$ cat src/hw/rtl/cdt_pkg.sv
// ---------------------------------------------------------------------------
// cdt_pkg: shared constants and types for the countdown timer table
// Table size, field widths, command codes and the subtract unit result.
// ---------------------------------------------------------------------------
package cdt_pkg;

    localparam int TIMERS  = 16;
    localparam int IDX_W   = (TIMERS > 1) ? $clog2(TIMERS) : 1;
    localparam int CNT_W   = $clog2(TIMERS + 1);

    localparam int MODE_W  = 2;
    localparam int ID_W    = 4;
    localparam int DELAY_W = 22;
    localparam int STEP_W  = 20;
    localparam int REM_W   = 31;
    localparam int PEND_W  = 5;
    localparam int PROD_W  = 32;

    localparam logic [STEP_W-1:0] STEP_RESET = STEP_W'(50000);
    localparam logic [9:0]        MS_TO_US   = 10'd1000;
    localparam logic [REM_W-1:0]  REM_MAX    = {REM_W{1'b1}};

    typedef enum logic [MODE_W-1:0] {
        MODE_TICK       = 2'd0,
        MODE_ARM        = 2'd1,
        MODE_CANCEL     = 2'd2,
        MODE_CANCEL_ALL = 2'd3
    } t_mode;

    typedef struct packed {
        logic             expire;
        logic [REM_W-1:0] diff;
    } t_alu_out;

endpackage

$ cat src/hw/rtl/cdt_intf.sv
// ---------------------------------------------------------------------------
// cdt_intf: valid/ready channels of the countdown timer table
// Command channel, result channel and the tick step write channel.
// ---------------------------------------------------------------------------
interface cdt_cmd_if;
    import cdt_pkg::*;

    logic               valid;
    logic               ready;
    logic [MODE_W-1:0]  mode;
    logic [ID_W-1:0]    timer_id;
    logic [DELAY_W-1:0] delay_ms;

    modport source (output valid, output mode, output timer_id, output delay_ms,
                    input ready);
    modport sink   (input valid, input mode, input timer_id, input delay_ms,
                    output ready);
endinterface

interface cdt_res_if;
    import cdt_pkg::*;

    logic              valid;
    logic              ready;
    logic              fired;
    logic [ID_W-1:0]   fired_id;
    logic              last;
    logic [PEND_W-1:0] pending;

    modport source (output valid, output fired, output fired_id, output last,
                    output pending, input ready);
    modport sink   (input valid, input fired, input fired_id, input last,
                    input pending, output ready);
endinterface

interface cdt_cfg_if;
    import cdt_pkg::*;

    logic              valid;
    logic              ready;
    logic [STEP_W-1:0] tick_step_us;

    modport source (output valid, output tick_step_us, input ready);
    modport sink   (input valid, input tick_step_us, output ready);
endinterface

$ cat src/hw/rtl/cdt_ram.sv
// ---------------------------------------------------------------------------
// cdt_ram: generic single write, single read RAM
// One write port, one read port with registered read data held between reads.
// ---------------------------------------------------------------------------
module cdt_ram #(
    parameter int WIDTH = 32,
    parameter int DEPTH = 16
) (
    input  logic                                     i_clk,
    input  logic                                     i_we,
    input  logic [((DEPTH > 1) ? $clog2(DEPTH) : 1)-1:0] i_waddr,
    input  logic [WIDTH-1:0]                         i_wdata,
    input  logic                                     i_re,
    input  logic [((DEPTH > 1) ? $clog2(DEPTH) : 1)-1:0] i_raddr,
    output logic [WIDTH-1:0]                         o_rdata
);

    logic [WIDTH-1:0] r_mem [DEPTH];
    logic [WIDTH-1:0] r_rdata;

    always_ff @(posedge i_clk) begin
        if (i_we) begin
            r_mem[i_waddr] <= i_wdata;
        end
        if (i_re) begin
            r_rdata <= r_mem[i_raddr];
        end
    end

    assign o_rdata = r_rdata;

endmodule

$ cat src/hw/rtl/cdt_alu.sv
// ---------------------------------------------------------------------------
// cdt_alu: shared subtract and compare unit
// Takes the tick step from a remainder and flags an entry that expires.
// ---------------------------------------------------------------------------
module cdt_alu (
    input  logic [cdt_pkg::REM_W-1:0]  i_rem,
    input  logic [cdt_pkg::STEP_W-1:0] i_step,
    output cdt_pkg::t_alu_out          o_out
);
    import cdt_pkg::*;

    logic [REM_W:0] diff;

    // borrow out or a zero difference means the remainder is not above the step
    assign diff         = {1'b0, i_rem} - (REM_W + 1)'(i_step);
    assign o_out.expire = diff[REM_W] || (diff[REM_W-1:0] == '0);
    assign o_out.diff   = diff[REM_W-1:0];

endmodule

$ cat src/hw/rtl/countdown_timer_table.sv
// ---------------------------------------------------------------------------
// countdown_timer_table: table of one-shot countdown timers
// Sequencer walking the remainder RAM through a shared subtract unit.
// ---------------------------------------------------------------------------
// Usage:
//   i_cmd carries one command word: tick, arm, cancel one, cancel all.
//   o_res returns result words; i_cfg writes the tick step (microseconds).
//   Arm, cancel and cancel-all give one word, registered from S_EXEC.
//   A tick walks all 16 entries through the single subtract unit, one entry
//   a cycle, each from its registered RAM read, then scans the fired list one
//   entry a cycle unless a stalled receiver holds it, giving one word per
//   fired timer in ascending number, or a single word when none fired.
//   Commands are taken one at a time: i_cmd.ready is high only while idle.
//   A word waiting in the output register does not block the next accept;
//   a stalled receiver holds the sequencer only when a new word is due.
//   Every word carries the pending count after the whole command.
//   Reset frees every timer and loads the default tick step of 50000 us;
//   the remainder RAM is not cleared, a free entry's read data is never used.
//   i_cfg.ready is always high; write the step only while the block is idle.
// ---------------------------------------------------------------------------
module countdown_timer_table (
    input  logic       i_clk,
    input  logic       i_rst_n,
    cdt_cmd_if.sink    i_cmd,
    cdt_res_if.source  o_res,
    cdt_cfg_if.sink    i_cfg
);
    import cdt_pkg::*;

    typedef enum logic [3:0] {
        S_IDLE = 4'b0001,
        S_EXEC = 4'b0010,
        S_WALK = 4'b0100,
        S_SCAN = 4'b1000
    } t_state;

    localparam int EXT_W = (IDX_W > ID_W) ? IDX_W : ID_W;
    localparam logic [IDX_W:0] LAST_IDX = (IDX_W + 1)'(TIMERS);

    // control state
    t_state             r_state, n_state;
    logic [TIMERS-1:0]  r_live, n_live;
    logic [CNT_W-1:0]   r_cnt, n_cnt;
    logic [CNT_W-1:0]   r_fire, n_fire;
    logic [CNT_W-1:0]   r_emit, n_emit;
    logic [IDX_W:0]     r_idx, n_idx;
    logic [STEP_W-1:0]  r_step;
    logic               r_ovalid, n_ovalid;

    // payload
    t_mode              r_mode, n_mode;
    logic [ID_W-1:0]    r_id, n_id;
    logic [DELAY_W-1:0] r_delay, n_delay;
    logic [TIMERS-1:0]  r_mask, n_mask;
    logic               r_ofired, n_ofired;
    logic [ID_W-1:0]    r_oid, n_oid;
    logic               r_olast, n_olast;
    logic [PEND_W-1:0]  r_opend, n_opend;

    logic               out_free;
    logic               id_ok;
    logic [EXT_W-1:0]   id_ext;
    logic [IDX_W-1:0]   id_idx;
    logic [IDX_W:0]     proc_full;
    logic [IDX_W-1:0]   proc_idx;
    logic [IDX_W-1:0]   scan_idx;
    logic [EXT_W-1:0]   scan_ext;
    logic [PROD_W-1:0]  arm_prod;
    logic [REM_W-1:0]   arm_us;
    logic               emit_last;

    logic               ram_we;
    logic [IDX_W-1:0]   ram_waddr;
    logic [REM_W-1:0]   ram_wdata;
    logic               ram_re;
    logic [REM_W-1:0]   ram_rdata;
    t_alu_out           alu_out;

    cdt_ram #(
        .WIDTH (REM_W),
        .DEPTH (TIMERS)
    ) u_ram (
        .i_clk   (i_clk),
        .i_we    (ram_we),
        .i_waddr (ram_waddr),
        .i_wdata (ram_wdata),
        .i_re    (ram_re),
        .i_raddr (r_idx[IDX_W-1:0]),
        .o_rdata (ram_rdata)
    );

    cdt_alu u_alu (
        .i_rem  (ram_rdata),
        .i_step (r_step),
        .o_out  (alu_out)
    );

    assign i_cmd.ready = (r_state == S_IDLE);
    assign i_cfg.ready = 1'b1;

    assign o_res.valid    = r_ovalid;
    assign o_res.fired    = r_ofired;
    assign o_res.fired_id = r_oid;
    assign o_res.last     = r_olast;
    assign o_res.pending  = r_opend;

    assign out_free  = !r_ovalid || o_res.ready;
    assign id_ok     = (32'(r_id) < 32'(TIMERS));
    assign id_ext    = EXT_W'(r_id);
    assign id_idx    = id_ext[IDX_W-1:0];
    assign proc_full = r_idx - (IDX_W + 1)'(1);
    assign proc_idx  = proc_full[IDX_W-1:0];
    assign scan_idx  = r_idx[IDX_W-1:0];
    assign scan_ext  = EXT_W'(scan_idx);
    assign emit_last = ((r_emit + CNT_W'(1)) == r_fire);

    // scale to microseconds and saturate to the remainder width
    assign arm_prod = PROD_W'(r_delay) * PROD_W'(MS_TO_US);
    assign arm_us   = (arm_prod > PROD_W'(REM_MAX)) ? REM_MAX : arm_prod[REM_W-1:0];

    always_comb begin
        n_state   = r_state;
        n_live    = r_live;
        n_cnt     = r_cnt;
        n_fire    = r_fire;
        n_emit    = r_emit;
        n_idx     = r_idx;
        n_mode    = r_mode;
        n_id      = r_id;
        n_delay   = r_delay;
        n_mask    = r_mask;
        n_ofired  = r_ofired;
        n_oid     = r_oid;
        n_olast   = r_olast;
        n_opend   = r_opend;
        ram_we    = 1'b0;
        ram_waddr = proc_idx;
        ram_wdata = alu_out.diff;
        ram_re    = 1'b0;
        n_ovalid  = o_res.ready ? 1'b0 : r_ovalid;

        unique case (r_state)
            S_IDLE: begin
                if (i_cmd.valid) begin
                    n_mode  = t_mode'(i_cmd.mode);
                    n_id    = i_cmd.timer_id;
                    n_delay = i_cmd.delay_ms;
                    if (t_mode'(i_cmd.mode) == MODE_TICK) begin
                        n_state = S_WALK;
                        n_idx   = '0;
                        n_fire  = '0;
                        n_mask  = '0;
                    end else begin
                        n_state = S_EXEC;
                    end
                end
            end
            S_EXEC: begin
                if (out_free) begin
                    unique case (r_mode)
                        MODE_ARM: begin
                            if (id_ok) begin
                                ram_we    = 1'b1;
                                ram_waddr = id_idx;
                                ram_wdata = arm_us;
                                n_live[id_idx] = 1'b1;
                                if (!r_live[id_idx]) begin
                                    n_cnt = r_cnt + CNT_W'(1);
                                end
                            end
                        end
                        MODE_CANCEL: begin
                            if (id_ok && r_live[id_idx]) begin
                                n_live[id_idx] = 1'b0;
                                n_cnt = r_cnt - CNT_W'(1);
                            end
                        end
                        MODE_CANCEL_ALL: begin
                            n_live = '0;
                            n_cnt  = '0;
                        end
                        MODE_TICK: begin
                            n_cnt = r_cnt;
                        end
                    endcase
                    n_ovalid = 1'b1;
                    n_ofired = 1'b0;
                    n_oid    = '0;
                    n_olast  = 1'b1;
                    n_opend  = PEND_W'(n_cnt);
                    n_state  = S_IDLE;
                end
            end
            S_WALK: begin
                // read entry idx while the unit works on entry idx - 1
                ram_re = (r_idx < LAST_IDX);
                n_idx  = r_idx + (IDX_W + 1)'(1);
                if (r_idx != '0 && r_live[proc_idx]) begin
                    if (alu_out.expire) begin
                        n_live[proc_idx] = 1'b0;
                        n_mask[proc_idx] = 1'b1;
                        n_cnt  = r_cnt - CNT_W'(1);
                        n_fire = r_fire + CNT_W'(1);
                    end else begin
                        ram_we = 1'b1;
                    end
                end
                if (r_idx == LAST_IDX) begin
                    n_state = S_SCAN;
                    n_idx   = '0;
                    n_emit  = '0;
                end
            end
            S_SCAN: begin
                if (r_fire == '0) begin
                    if (out_free) begin
                        n_ovalid = 1'b1;
                        n_ofired = 1'b0;
                        n_oid    = '0;
                        n_olast  = 1'b1;
                        n_opend  = PEND_W'(r_cnt);
                        n_state  = S_IDLE;
                    end
                end else if (r_mask[scan_idx]) begin
                    if (out_free) begin
                        n_ovalid = 1'b1;
                        n_ofired = 1'b1;
                        n_oid    = scan_ext[ID_W-1:0];
                        n_olast  = emit_last;
                        n_opend  = PEND_W'(r_cnt);
                        n_emit   = r_emit + CNT_W'(1);
                        n_idx    = r_idx + (IDX_W + 1)'(1);
                        if (emit_last) begin
                            n_state = S_IDLE;
                        end
                    end
                end else begin
                    n_idx = r_idx + (IDX_W + 1)'(1);
                end
            end
            default: begin
                n_state = S_IDLE;
            end
        endcase
    end

    always_ff @(posedge i_clk) begin
        if (!i_rst_n) begin
            r_state  <= S_IDLE;
            r_live   <= '0;
            r_cnt    <= '0;
            r_fire   <= '0;
            r_emit   <= '0;
            r_idx    <= '0;
            r_step   <= STEP_RESET;
            r_ovalid <= 1'b0;
        end else begin
            r_state  <= n_state;
            r_live   <= n_live;
            r_cnt    <= n_cnt;
            r_fire   <= n_fire;
            r_emit   <= n_emit;
            r_idx    <= n_idx;
            r_ovalid <= n_ovalid;
            if (i_cfg.valid) begin
                r_step <= i_cfg.tick_step_us;
            end
        end
    end

    always_ff @(posedge i_clk) begin
        r_mode   <= n_mode;
        r_id     <= n_id;
        r_delay  <= n_delay;
        r_mask   <= n_mask;
        r_ofired <= n_ofired;
        r_oid    <= n_oid;
        r_olast  <= n_olast;
        r_opend  <= n_opend;
    end

endmodule

$ cat src/flat_wrapper.sv
// flat-port wrapper written by rule: the top's interface ports become plain ports
module countdown_timer_table_flat import cdt_pkg::*;
  (i_clk, i_rst_n, i_cmd_valid, i_cmd_mode, i_cmd_timer_id, i_cmd_delay_ms, i_cmd_ready, o_res_valid, o_res_fired, o_res_fired_id, o_res_last, o_res_pending, o_res_ready, i_cfg_valid, i_cfg_tick_step_us, i_cfg_ready);
  cdt_cmd_if i_cmd_i ();
  cdt_res_if o_res_i ();
  cdt_cfg_if i_cfg_i ();
  input  logic i_clk;
  input  logic i_rst_n;
  input wire logic [$bits(i_cmd_i.valid)-1:0] i_cmd_valid;
  input wire logic [$bits(i_cmd_i.mode)-1:0] i_cmd_mode;
  input wire logic [$bits(i_cmd_i.timer_id)-1:0] i_cmd_timer_id;
  input wire logic [$bits(i_cmd_i.delay_ms)-1:0] i_cmd_delay_ms;
  output wire logic [$bits(i_cmd_i.ready)-1:0] i_cmd_ready;
  output wire logic [$bits(o_res_i.valid)-1:0] o_res_valid;
  output wire logic [$bits(o_res_i.fired)-1:0] o_res_fired;
  output wire logic [$bits(o_res_i.fired_id)-1:0] o_res_fired_id;
  output wire logic [$bits(o_res_i.last)-1:0] o_res_last;
  output wire logic [$bits(o_res_i.pending)-1:0] o_res_pending;
  input wire logic [$bits(o_res_i.ready)-1:0] o_res_ready;
  input wire logic [$bits(i_cfg_i.valid)-1:0] i_cfg_valid;
  input wire logic [$bits(i_cfg_i.tick_step_us)-1:0] i_cfg_tick_step_us;
  output wire logic [$bits(i_cfg_i.ready)-1:0] i_cfg_ready;
  assign i_cmd_i.valid = i_cmd_valid;
  assign i_cmd_i.mode = i_cmd_mode;
  assign i_cmd_i.timer_id = i_cmd_timer_id;
  assign i_cmd_i.delay_ms = i_cmd_delay_ms;
  assign i_cmd_ready = i_cmd_i.ready;
  assign o_res_valid = o_res_i.valid;
  assign o_res_fired = o_res_i.fired;
  assign o_res_fired_id = o_res_i.fired_id;
  assign o_res_last = o_res_i.last;
  assign o_res_pending = o_res_i.pending;
  assign o_res_i.ready = o_res_ready;
  assign i_cfg_i.valid = i_cfg_valid;
  assign i_cfg_i.tick_step_us = i_cfg_tick_step_us;
  assign i_cfg_ready = i_cfg_i.ready;
  countdown_timer_table u_core (.i_clk(i_clk), .i_rst_n(i_rst_n), .i_cmd(i_cmd_i), .o_res(o_res_i), .i_cfg(i_cfg_i));
endmodule
$ cat config.mk
export PLATFORM = sky130hd
export DESIGN_NAME = countdown_timer_table_flat
export DESIGN_NICKNAME = d
export VERILOG_FILES = /design/src/hw/rtl/cdt_pkg.sv /design/src/hw/rtl/cdt_intf.sv /design/src/hw/rtl/cdt_ram.sv /design/src/hw/rtl/cdt_alu.sv /design/src/hw/rtl/countdown_timer_table.sv /design/src/flat_wrapper.sv
export SDC_FILE = /design/constraint.sdc
export NUM_CORES = 1
export LEC_CHECK = 0
export ABC_CLOCK_PERIOD_IN_PS = 6100
export BUFFER_PORTS_ARGS = -buffer_cell sky130_fd_sc_hd__buf_4
export CAP_MARGIN = 10
export CORE_MARGIN = 10
export CORE_UTILIZATION = 44
export CTS_BUF_LIST = sky130_fd_sc_hd__clkbuf_16
export CTS_CLUSTER_SIZE = 25
export DETAILED_ROUTE_END_ITERATION = 10
export PLACE_DENSITY = 0.66
export SYNTH_ARGS = -nofsm -noshare
export SYNTH_HDL_FRONTEND = slang
export SYNTH_SLANG_ARGS = --single-unit
$ cat constraint.sdc
create_clock -name i_clk -period 6.1 [get_ports i_clk]
set_input_delay 1.83 -clock i_clk [delete_from_list [all_inputs] [get_ports i_clk]]
set_output_delay 1.83 -clock i_clk [all_outputs]
set_load 0.02 [all_outputs]
==> metrics.txt, run 1 <==
Yosys cell types=82; 1st-iter DRT viols=2075; Max stage delay cell, worst path=fa_1; CP Data Required Time=6.46 ns; Worst EP arrival=6.19 ns; Avg WL per Cell=25.2 um; Pint=9.11 mW; post-synth top area share=56.0%; Net Sw Power=4.46 mW; post-layout net count=2449; mean post-synth cell area=15.0 um2; clock root buffer=clkbuf_16; CP Depth=22; placed cell areas=33400 um2; commonest non-fill, non-tap cells in the layout=edfxtp_1, mux4_2, inv_1, buf_4, nor2_1; vias in the first global route=19.5k; largest fanout on the critical path=8; WL final=81100 um; register area share after synthesis=59.9%; kind of critical path=register to register; synthesis-to-layout area growth=15.6%; clk buf depth=3; first-pass GRT wire length=123000 um; synth top area cells=edfxtp_1, mux4_2, fa_1; largest net degree at the start of global routing=104; commonest non-fill, non-tap cell in the layout=edfxtp_1; Synth async-reset ratio=0%; Synth Register Bits=643; Detailed Routing Iterations Pass 1=6; clock skew=0.0310 ns; Cells after Synth=2076; Sw Ratio=32.9%; I/O Buffers=65; Post-CTS Hold Buffers=0; Horiz. Die Dim=286 um; clock latency on the worst-skew pair=0.62 ns; Peak VDD IR=0.451 mV; # Max-Cap Violations=0; Synth area leader=edfxtp_1; DR DRC count=0; share of layout cells above drive strength 1=22.9%; die area=82000 um2; terminus of the critical flop-to-flop path=u_core.u_ram.r_mem[13][30]; dominant synthesized flop cell=edfxtp_1; Tightest Hold Check Type=register to register; antenna violations before repair=2; fmax=172 MHz; area occupied by multi-input gates=11900 um2; # IOs=67; reg2reg start=u_core.r_delay[1]; CP max stage delay=0.55 ns; H-tree Lvls=3; minimum clock period=5.83 ns; Combinational Power Share=33.6%; row count=97; Least-Margin Pin Slew=1.14 ns; gpl congestion=0.934; die height=286 um; Mapped Area=31200 um2; CP Launch Type=register; Post-Layout Inst Area=36100 um2; CP endpoint=u_core.u_ram.r_mem[13][30]; Setup crit end kind=register; CP Buf/Inv Count=6; TritonCTS clock tree=done; Reg clk slew, reported paths=0.06 ns; syn nets=2303; post-route ant nets=0; vias per inst=5.91; PwrDens=376 nW/um2; GR Util All Layers=19.8%; leak pwr=12.6 nW; pre-CTS WS=-0.491 ns; period utilization=95.5%; initial cell density of the core=44.5%; R2R depth=22; total grt overflow=0; clk sinks=643; setup ws final=0.272 ns; Ys Warns=0; status=completed; fill cell count=5744; worst setup path startpoint=u_core.r_delay[1]; R2R setup slack=0.27 ns; CTS buffer count=69; Ant. Diodes=0; Top delay family on crit path=compound AO/OA/AOI/OAI gates; slew margin rel.=23.7%; register share of total power=36.4%; Hold Fails Final Rpt=0; Clock Power Share=30.0%; final HPWL from detailed placement=50100 um; Setup-failing EPs final=0; worst path cell trace=buf_4 > buf_4 > ha_1 > fa_1 > inv_1 > fa_1 > fa_1 > inv_1 > ha_4 > buf_4 > o21a_1 > a21oi_2 > o21ai_1 > a41o_1 > o41ai_4 > a31o_2 > o21ai_1 > a311o_1 > a21oi_2 > xor2_2 > a31oi_4 > buf_6; final max-slew violation count=0; EDFF count, synth=582; FF/Latch Area=18700 um2; vias=19.0k; core area=70100 um2
==> tightest hold or removal path, stage by stage (launching register included) <==
cell and delay [ns]:
dfxtp_1 0.33, mux2i_1 0.06, nor2_1 0.08
==> state kept, by name, indices dropped and copies added (netlist names) <==
signal and count:
u_core.r_fire 5, u_core.o_res.valid 1, u_core.u_ram.o_rdata 31, u_core.r_mask 16, u_core.o_res.pending 5, u_core.id_ext 4
u_core.r_emit 5, u_core.r_state 4, u_core.u_ram.r_mem 496, u_core.o_res.last 1, u_core.o_res.fired_id 4, u_core.r_mode 2
u_core.r_cnt 5, u_core.r_live 16, u_core.r_step 20, u_core.o_res.fired 1, u_core.r_delay 22, u_core.r_idx 5
==> layer usage <==
metal	global-route usage, %	routed length [um]	vias up	part of all wire, %
li1	-	-	8241	-
met1	26.3	33000	9787	41
met2	32.5	39400	850	49
met3	3.19	6000	144	7.4
met4	7.11	2650	2	3.3
met5	0	13	-	0.016
==> per-stage QoR <==
stage          setup TNS [ns]  util [%]  power (mW)  hold WS [ns]  std cells
6_report                    0      51.4        13.6         0.502       3218
3_5_place_dp           -59.39      47.6        9.13         0.488       3071
3_3_place_gp           -21.02      47.6        9.09         0.477       3071
5_1_grt                -0.217      51.4        14.2         0.526       3218
4_1_cts                     0      51.0        13.3         0.505       3203
2_1_floorplan          -19.64         -        7.58         0.459       2076
==> what timing repair did <==
action | in CTS | in global routing
endpoints found under the setup margin | 394 | 496
gates cloned | 0 | 2
pin swaps | 11 | 25
resized for setup | 22 | 31
buffers inserted | 5 | 12
==> power by group through the flow <==
| stage | Combinational (mW) | Sequential, mW | Clock [mW] |
|---|---|---|---|
| 2_1_floorplan | 2.56 | 5.02 | 0 |
| 3_3_place_gp | 4.06 | 5.03 | 0 |
| 4_1_cts | 4.24 | 4.94 | 4.13 |
| 5_1_grt | 4.97 | 4.94 | 4.32 |
| 6_report | 4.56 | 4.94 | 4.07 |
| 3_5_place_dp | 4.10 | 5.03 | 0 |
==> worst min-delay path by stage <==
stage,to,cells after the start,slack (ns),from
floorplan,u_core.r_step[14],2,0.46,u_core.r_step[14]
global placement,u_core.r_emit[1],2,0.48,u_core.r_emit[1]
detailed placement,u_core.r_step[18],2,0.49,u_core.r_step[18]
CTS,u_core.r_step[3],2,0.51,u_core.r_step[3]
global route,u_core.r_step[18],2,0.53,u_core.r_step[18]
finish,u_core.r_step[3],2,0.50,u_core.r_step[3]
==> cell type report <==
class,count,area share [%]
well taps,940,3.26
repair buffers,178,4.29
clock inverters,56,1.21
flip-flops and latches,643,51.9
clock buffers,71,4.93
multi-input cells,1178,32.9
inverters,152,1.58
==> synth_stat cells (7+ instances only) <==
library cell,instances
mux4_2,169
a21oi_1,117
buf_2,9
or4_1,7
dfxtp_1,61
inv_1,152
o21ai_0,34
ha_1,95
a22oi_1,14
buf_1,26
nand4_1,10
mux2i_1,25
a21o_1,17
and2_1,15
fa_1,79
nand3_1,27
edfxtp_1,582
o31ai_1,10
nor2b_1,14
nor2_1,148
xnor2_1,31
nor3_1,29
a31oi_1,40
clkbuf_1,66
xor2_1,32
and3_1,8
o211ai_1,24
nand2b_1,7
o21a_1,13
nand2_1,100
==> kinds of logic after synthesis <==
kind of cell | after synthesis | synth area share, %
buf+inv | 255 | 3.13
compound gates | 334 | 6.93
simple gates | 409 | 6.25
flops | 643 | 59.9
fa+ha+maj | 174 | 8.88
mux | 197 | 13.1
other cells | 1 | 0.0120
xor+xnor | 63 | 1.77
Note: power is estimated with default switching activity, not from simulation.
==> run 2: changes to the inputs <==
==> constraint.sdc (replaced) <==
create_clock -name i_clk -period 6.1 [get_ports i_clk]
set_input_delay 0.61 -clock i_clk [delete_from_list [all_inputs] [get_ports i_clk]]
set_output_delay 0.61 -clock i_clk [all_outputs]
set_load 0.02 [all_outputs]
==> run 2 against run 1 <==
Compared with the run above: via count fell by 0.38%; largest cell class unchanged; highest routed layer is now met4; critical path type unchanged; first-iteration DRC count fell by 4.8%; power rose by 2.8%.
==> metrics.txt, run 2 (synthesized netlist as in run 1, its figures left out) <==
fmax=170 MHz (-0.96%); core area=70100 um2 (unchanged); total grt overflow=0 (unchanged); CP Launch Type=register; Reg clk slew, reported paths=0.06 ns (about the same); die height=286 um (unchanged); initial cell density of the core=44.5% (unchanged); post-layout net count=2450 (+0.041%); CP Data Required Time=6.47 ns (about the same); worst setup path startpoint=u_core.r_delay[4]; status=completed; R2R depth=23 (+4.5%); fill cell count=5699 (-0.78%); routing usage on met3=3.81% (+0.62 points); # IOs=67 (unchanged); Post-CTS Hold Buffers=0 (unchanged); CP endpoint=u_core.u_ram.r_mem[14][22]; Setup-failing EPs final=0 (unchanged); total chip power=13.9 mW (+2.8%); Setup crit end kind=register; GRT busiest layer=met2; row count=97 (unchanged); share of layout cells above drive strength 1=23.2% (+0.32 points); largest net degree at the start of global routing=107 (+2.9%); Tightest Hold Check Type=input pin to register; first-pass GRT wire length=123000 um (about the same); CTS buffer count=70 (+1.4%); largest fanout on the critical path=16 (+8); clock root buffer=clkbuf_16; kind of critical path=register to register; Least-Margin Pin Slew=1.25 ns (+0.104 ns); final max-slew violation count=0 (unchanged); Most flops, register=u_core.u_ram.r_mem; Hold Fails Final Rpt=0 (unchanged); clock latency on the worst-skew pair=0.64 ns (+0.02 ns); vias per inst=5.89 (-0.35%); antenna violations before repair=0 (-2); R2R setup slack=0.22 ns (-0.06 ns); vias=19.0k (-0.38%); synthesis-to-layout area growth=15.7%; 1st-iter DRT viols=1975 (-4.8%); vias in the first global route=19.4k (-0.80%); clk buf depth=3 (unchanged); DR DRC count=0 (unchanged); # Max-Cap Violations=0 (unchanged); gpl congestion=0.925 (-0.97%); Peak VDD IR=0.425 mV (-5.7%); period utilization=96.5% (+0.93 points); PwrDens=386 nW/um2 (+2.7%); WL final=81300 um (+0.25%); clk sinks=643 (unchanged); Avg WL per Cell=25.3 um (+0.28%); slew margin rel.=16.1% (-7.6 points); reg2reg start=u_core.r_delay[4]; final HPWL from detailed placement=50500 um (+0.92%); Detailed Routing Iterations Pass 1=5 (-1); I/O Buffers=65 (unchanged); H-tree Lvls=3 (unchanged); GR Util met2=32.7% (+0.16 points); Horiz. Die Dim=286 um (unchanged); post-route ant nets=0 (unchanged); Worst EP arrival=6.25 ns (+0.06 ns); commonest non-fill, non-tap cell in the layout=edfxtp_1; minimum clock period=5.88 ns (+0.0565 ns); grt met1 use=25.9% (-0.43 points); leak pwr=12.6 nW (+0.37%); TritonCTS clock tree=done; GR Util All Layers=19.7% (-0.024 points); commonest non-fill, non-tap cells in the layout=edfxtp_1, mux4_2, inv_1, buf_4, nor2_1; clock skew=0.0436 ns (+0.0126 ns); terminus of the critical flop-to-flop path=u_core.u_ram.r_mem[14][22]; Ant. Diodes=0 (unchanged); die area=82000 um2 (unchanged); TNS Setup=0 ns (unchanged); number of flip-flops in the largest register=496 (unchanged)
==> run 2: cell types whose count changed in the layout (fill, tap and decap cells not counted), moves of 4 or more <==
cell / before / now
clkinv_2: 8 / 12
inv_6: 1 / 6
inv_1: 159 / 164
clkinv_1: 22 / 8
==> run 2: how the worst min path moves through the flow <==
stage,start,end,slack [ns],depth (start not counted)
after floorplan,u_core.r_step[14],u_core.r_step[14],0.46,2
final,i_cmd_delay_ms[17],u_core.r_delay[17],0.15,1
after global placement,u_core.r_step[8],u_core.r_step[8],0.48,2
after global routing,i_cmd_delay_ms[16],u_core.r_delay[16],0.13,1
after detailed placement,u_core.r_step[17],u_core.r_step[17],0.49,2
after CTS,i_cmd_delay_ms[12],u_core.r_delay[12],0.12,1
==> run 2: cell type report <==
class / instances / area, um2 / area share [%]
sequential: 643 / 18700 / 51.8
multi-input combinational: 1178 / 11800 / 32.8
clock buffer: 70 / 1750 / 4.85
timing repair buffer: 178 / 1550 / 4.29
tap: 940 / 1180 / 3.26
inverter: 152 / 571 / 1.58
clock inverter: 56 / 508 / 1.41
==> run 2: metal layers <==
metal / part of all wire [%] / wire (um) / vias to the layer above
met5: 0 / 0 / -
met4: 3.0 / 2450 / 0
met3: 7.9 / 6450 / 150
met2: 49 / 39800 / 787
met1: 40 / 32500 / 9769
li1: - / - / 8245
==> run 2: stage by stage <==
| stage | cell area [um2] | hold WS (ns) | setup WS (ns) | util, % | std cells |
|---|---|---|---|---|---|
| 6_report | 36100 | 0.151 | 0.216 | 51.5 | 3217 |
| 4_1_cts | 35700 | 0.123 | -0.134 | 50.9 | 3198 |
| 3_3_place_gp | 33300 | 0.475 | -0.230 | 47.4 | 3064 |
| 5_1_grt | 36100 | 0.130 | -0.00411 | 51.5 | 3217 |
| 2_1_floorplan | 31200 | 0.459 | -0.0857 | - | 2076 |
| 3_5_place_dp | 33300 | 0.488 | -0.349 | 47.4 | 3064 |
==> run 2: where the power goes <==
part	internal [mW]	switching [mW]
registers	4.90	0.0422
clock network	2.34	1.80
logic	2.06	2.80
total	9.30	4.64
==> run 2: what timing repair did <==
action                     in CTS  in global routing
setup endpoints to repair     293                496
gates resized for setup        12                 38
pin swaps                       6                 20
setup buffers                   7                 17
cloned                          1                  2
==> run 2: worst max-delay path, stage by stage (launching register included) <==
cell	delay, ns
edfxtp_1	0.39
inv_1	0.17
fa_1	0.48
fa_1	0.54
fa_1	0.53
fa_1	0.55
inv_1	0.04
ha_1	0.21
nor3_2	0.20
or3b_4	0.42
a21oi_4	0.21
a31oi_4	0.12
a21oi_2	0.21
o31ai_2	0.10
o31ai_2	0.26
buf_4	0.15
buf_4	0.10
a31oi_1	0.11
nand2_2	0.18
buf_12	0.16
buf_6	0.13
buf_4	0.11
a22oi_2	0.07
buf_12	0.18
==> run 3: changes to the inputs <==
CORE_UTILIZATION = 51   (was 44)
PLACE_DENSITY = 0.74   (was 0.66)
==> run 3 against run 2 <==
Compared with the run above: setup slack got worse by 0.013 ns; critical path depth unchanged; clock skew down 0.018 ns; final area down 0.81%; die area decreased by 13%; final cell count is 4.8% lower; clock power decreased by 5.3%.
==> metrics.txt, run 3 (synthesized netlist as in run 1, its figures left out) <==
routing usage on met3=4.84% (+1.0 points); antenna violations before repair=2 (+2); Max stage delay cell, worst path=fa_1; GR Util All Layers=22.8% (+3.1 points); GR Util met2=36.6% (+3.9 points); final max-slew violation count=0 (unchanged); CTS buffer count=68 (-2.9%); die area=71500 um2 (-13%); largest fanout on the critical path=11 (-5); R2R depth=23 (unchanged); vias per inst=6.31 (+7.1%); Least-Margin Pin Slew=1.20 ns (-0.0433 ns); H-tree Lvls=3 (unchanged); worst path cell trace=fa_1 > fa_1 > inv_1 > fa_1 > fa_1 > inv_1 > ha_4 > a21oi_1 > nor2b_1 > or3b_4 > a21oi_2 > a31oi_2 > a21oi_2 > o31ai_2 > o31ai_2 > buf_4 > a31oi_2 > nand2_2 > buf_4 > buf_12 > buf_4 > a31oi_2 > clkbuf_4; number of flip-flops in the largest register=496 (unchanged); PwrDens=386 nW/um2 (-0.12%); setup ws final=0.203 ns (-0.0129 ns); Setup-failing EPs final=0 (unchanged); WL final=81300 um (about the same); TritonCTS clock tree=done; commonest non-fill, non-tap cell in the layout=edfxtp_1; gpl congestion=0.974 (+5.3%); post-placement cell count=2911 (-5.0%); leak pwr=12.5 nW (-0.43%); 1st-iter DRT viols=2571 (+30%); vias=19.3k (+2.0%); FF/Latch Area=18700 um2 (unchanged); Hold EP=u_core.r_delay[16]; status=completed; fmax=170 MHz (-0.22%); reg2reg start=u_core.r_delay[2]; period utilization=96.7% (+0.21 points); Avg WL per Cell=26.5 um (+5.1%); clk sinks=643 (unchanged); total grt overflow=0 (unchanged); GRT busiest layer=met2; worst hold path depth=1 (unchanged); TNS Setup=0 ns (unchanged); grt met1 use=30.4% (+4.5 points); R2R setup slack=0.20 ns (about the same); vias in the first global route=19.1k (-1.1%); terminus of the critical flop-to-flop path=u_core.u_ram.r_mem[2][29]; row count=90 (-7.2%); post-layout net count=2455 (+0.20%); Ant. Diodes=0 (unchanged); I/O Buffers=65 (unchanged); Setup crit end kind=register; clock latency on the worst-skew pair=0.62 ns (-0.02 ns); Reg clk slew, reported paths=0.06 ns (about the same); CP Data Required Time=6.45 ns (-0.02 ns); Layout Cells excl Fill=3063 (-4.8%); core area=60500 um2 (-14%); Hold Startpoint=i_cmd_delay_ms[16]; Horiz. Die Dim=267 um (-6.6%); CP Launch Type=register; # Max-Cap Violations=0 (unchanged); largest net degree at the start of global routing=109 (+1.9%); final HPWL from detailed placement=50100 um (-0.91%); Peak VDD IR=0.519 mV (+22%); pre-CTS WS=-0.553 ns (-0.205 ns); CP max stage delay=0.56 ns (about the same); clk buf depth=3 (unchanged); share of layout cells above drive strength 1=23.4% (+0.18 points); clock root buffer=clkbuf_16; kind of critical path=register to register; minimum clock period=5.90 ns (+0.0129 ns); post-route ant nets=0 (unchanged); clock skew=0.0256 ns (-0.0181 ns); # IOs=67 (unchanged); initial cell density of the core=51.6% (+7.1 points); Hold Fails Final Rpt=0 (unchanged); Most flops, register=u_core.u_ram.r_mem; die height=267 um (-6.6%); Tightest Hold Check Type=input pin to register; area occupied by multi-input gates=11900 um2 (+0.49%); first-pass GRT wire length=122000 um (-0.67%); Detailed Routing Iterations Pass 1=5 (unchanged); synthesis-to-layout area growth=14.8%; Most common cell on crit path=fa_1; fill cell count=4386 (-23%); Worst EP arrival=6.25 ns (about the same); commonest non-fill, non-tap cells in the layout=edfxtp_1, mux4_2, buf_4, inv_1, nor2_1; slew margin rel.=19.0% (+2.9 points); DR DRC count=0 (unchanged)
==> run 3: what timing repair did <==
item                                    CTS  global route
hold buffers                              0             0
endpoints found under the setup margin  448           496
cloned                                    0             3
gates resized for setup                  23            27
buffers inserted                         14            12
pin swaps                                13             8
endpoints found under the hold margin     0             0
==> run 3: routing by layer <==
layer  up-vias  part of all wire, %
met5         -                0.038
met4         4                  3.5
met3       188                  9.6
met2      1051                   48
met1      9835                   38
li1       8254                    -
==> run 3: stage by stage <==
stage               instance area (um2)  utilization, %  hold WS, ns  total power, mW
floorplan                         31200               -        0.459             7.58
global placement                  33100            54.8        0.476             9.31
detailed placement                33100            54.8        0.481             9.32
CTS                               35600            58.9        0.145             13.4
global route                      35800            59.2        0.155             14.4
finish                            35800            59.2        0.172             13.8
==> run 3: power breakdown <==
group,switching [mW],internal [mW],total [mW]
logic,2.94,2.01,4.95
clock network,1.74,2.20,3.93
registers,0.0375,4.90,4.93
==> run 3: area by class of cell <==
cell class	instances	share of cell area [%]
multi-input combinational	1179	33.2
clock buffer	69	4.82
clock inverter	54	1.03
sequential	643	52.2
timing repair buffer	184	4.35
inverter	152	1.59
tap	782	2.73
==> run 3: how the worst max path moves through the flow <==
stage	start	end	slack (ns)	cells after the start
floorplan	u_core.r_delay[0]	u_core.u_ram.r_mem[0][19]	-0.09	18
global placement	u_core.r_delay[2]	u_core.u_ram.r_mem[14][18]	-0.32	18
detailed placement	u_core.r_delay[2]	u_core.u_ram.r_mem[9][20]	-0.55	18
CTS	u_core.r_delay[2]	u_core.u_ram.r_mem[15][13]	0.01	21
global route	u_core.r_delay[7]	u_core.u_ram.r_mem[1][27]	-0.03	22
finish	u_core.r_delay[2]	u_core.u_ram.r_mem[2][29]	0.20	23
==> run 3: critical path: cells and delay by family (launching register included) <==
kind	cells	cell delay [ns]
buf+inv	7	0.92
compound gates	8	1.34
fa+ha+maj	5	2.31
flops	1	0.47
simple gates	3	0.60
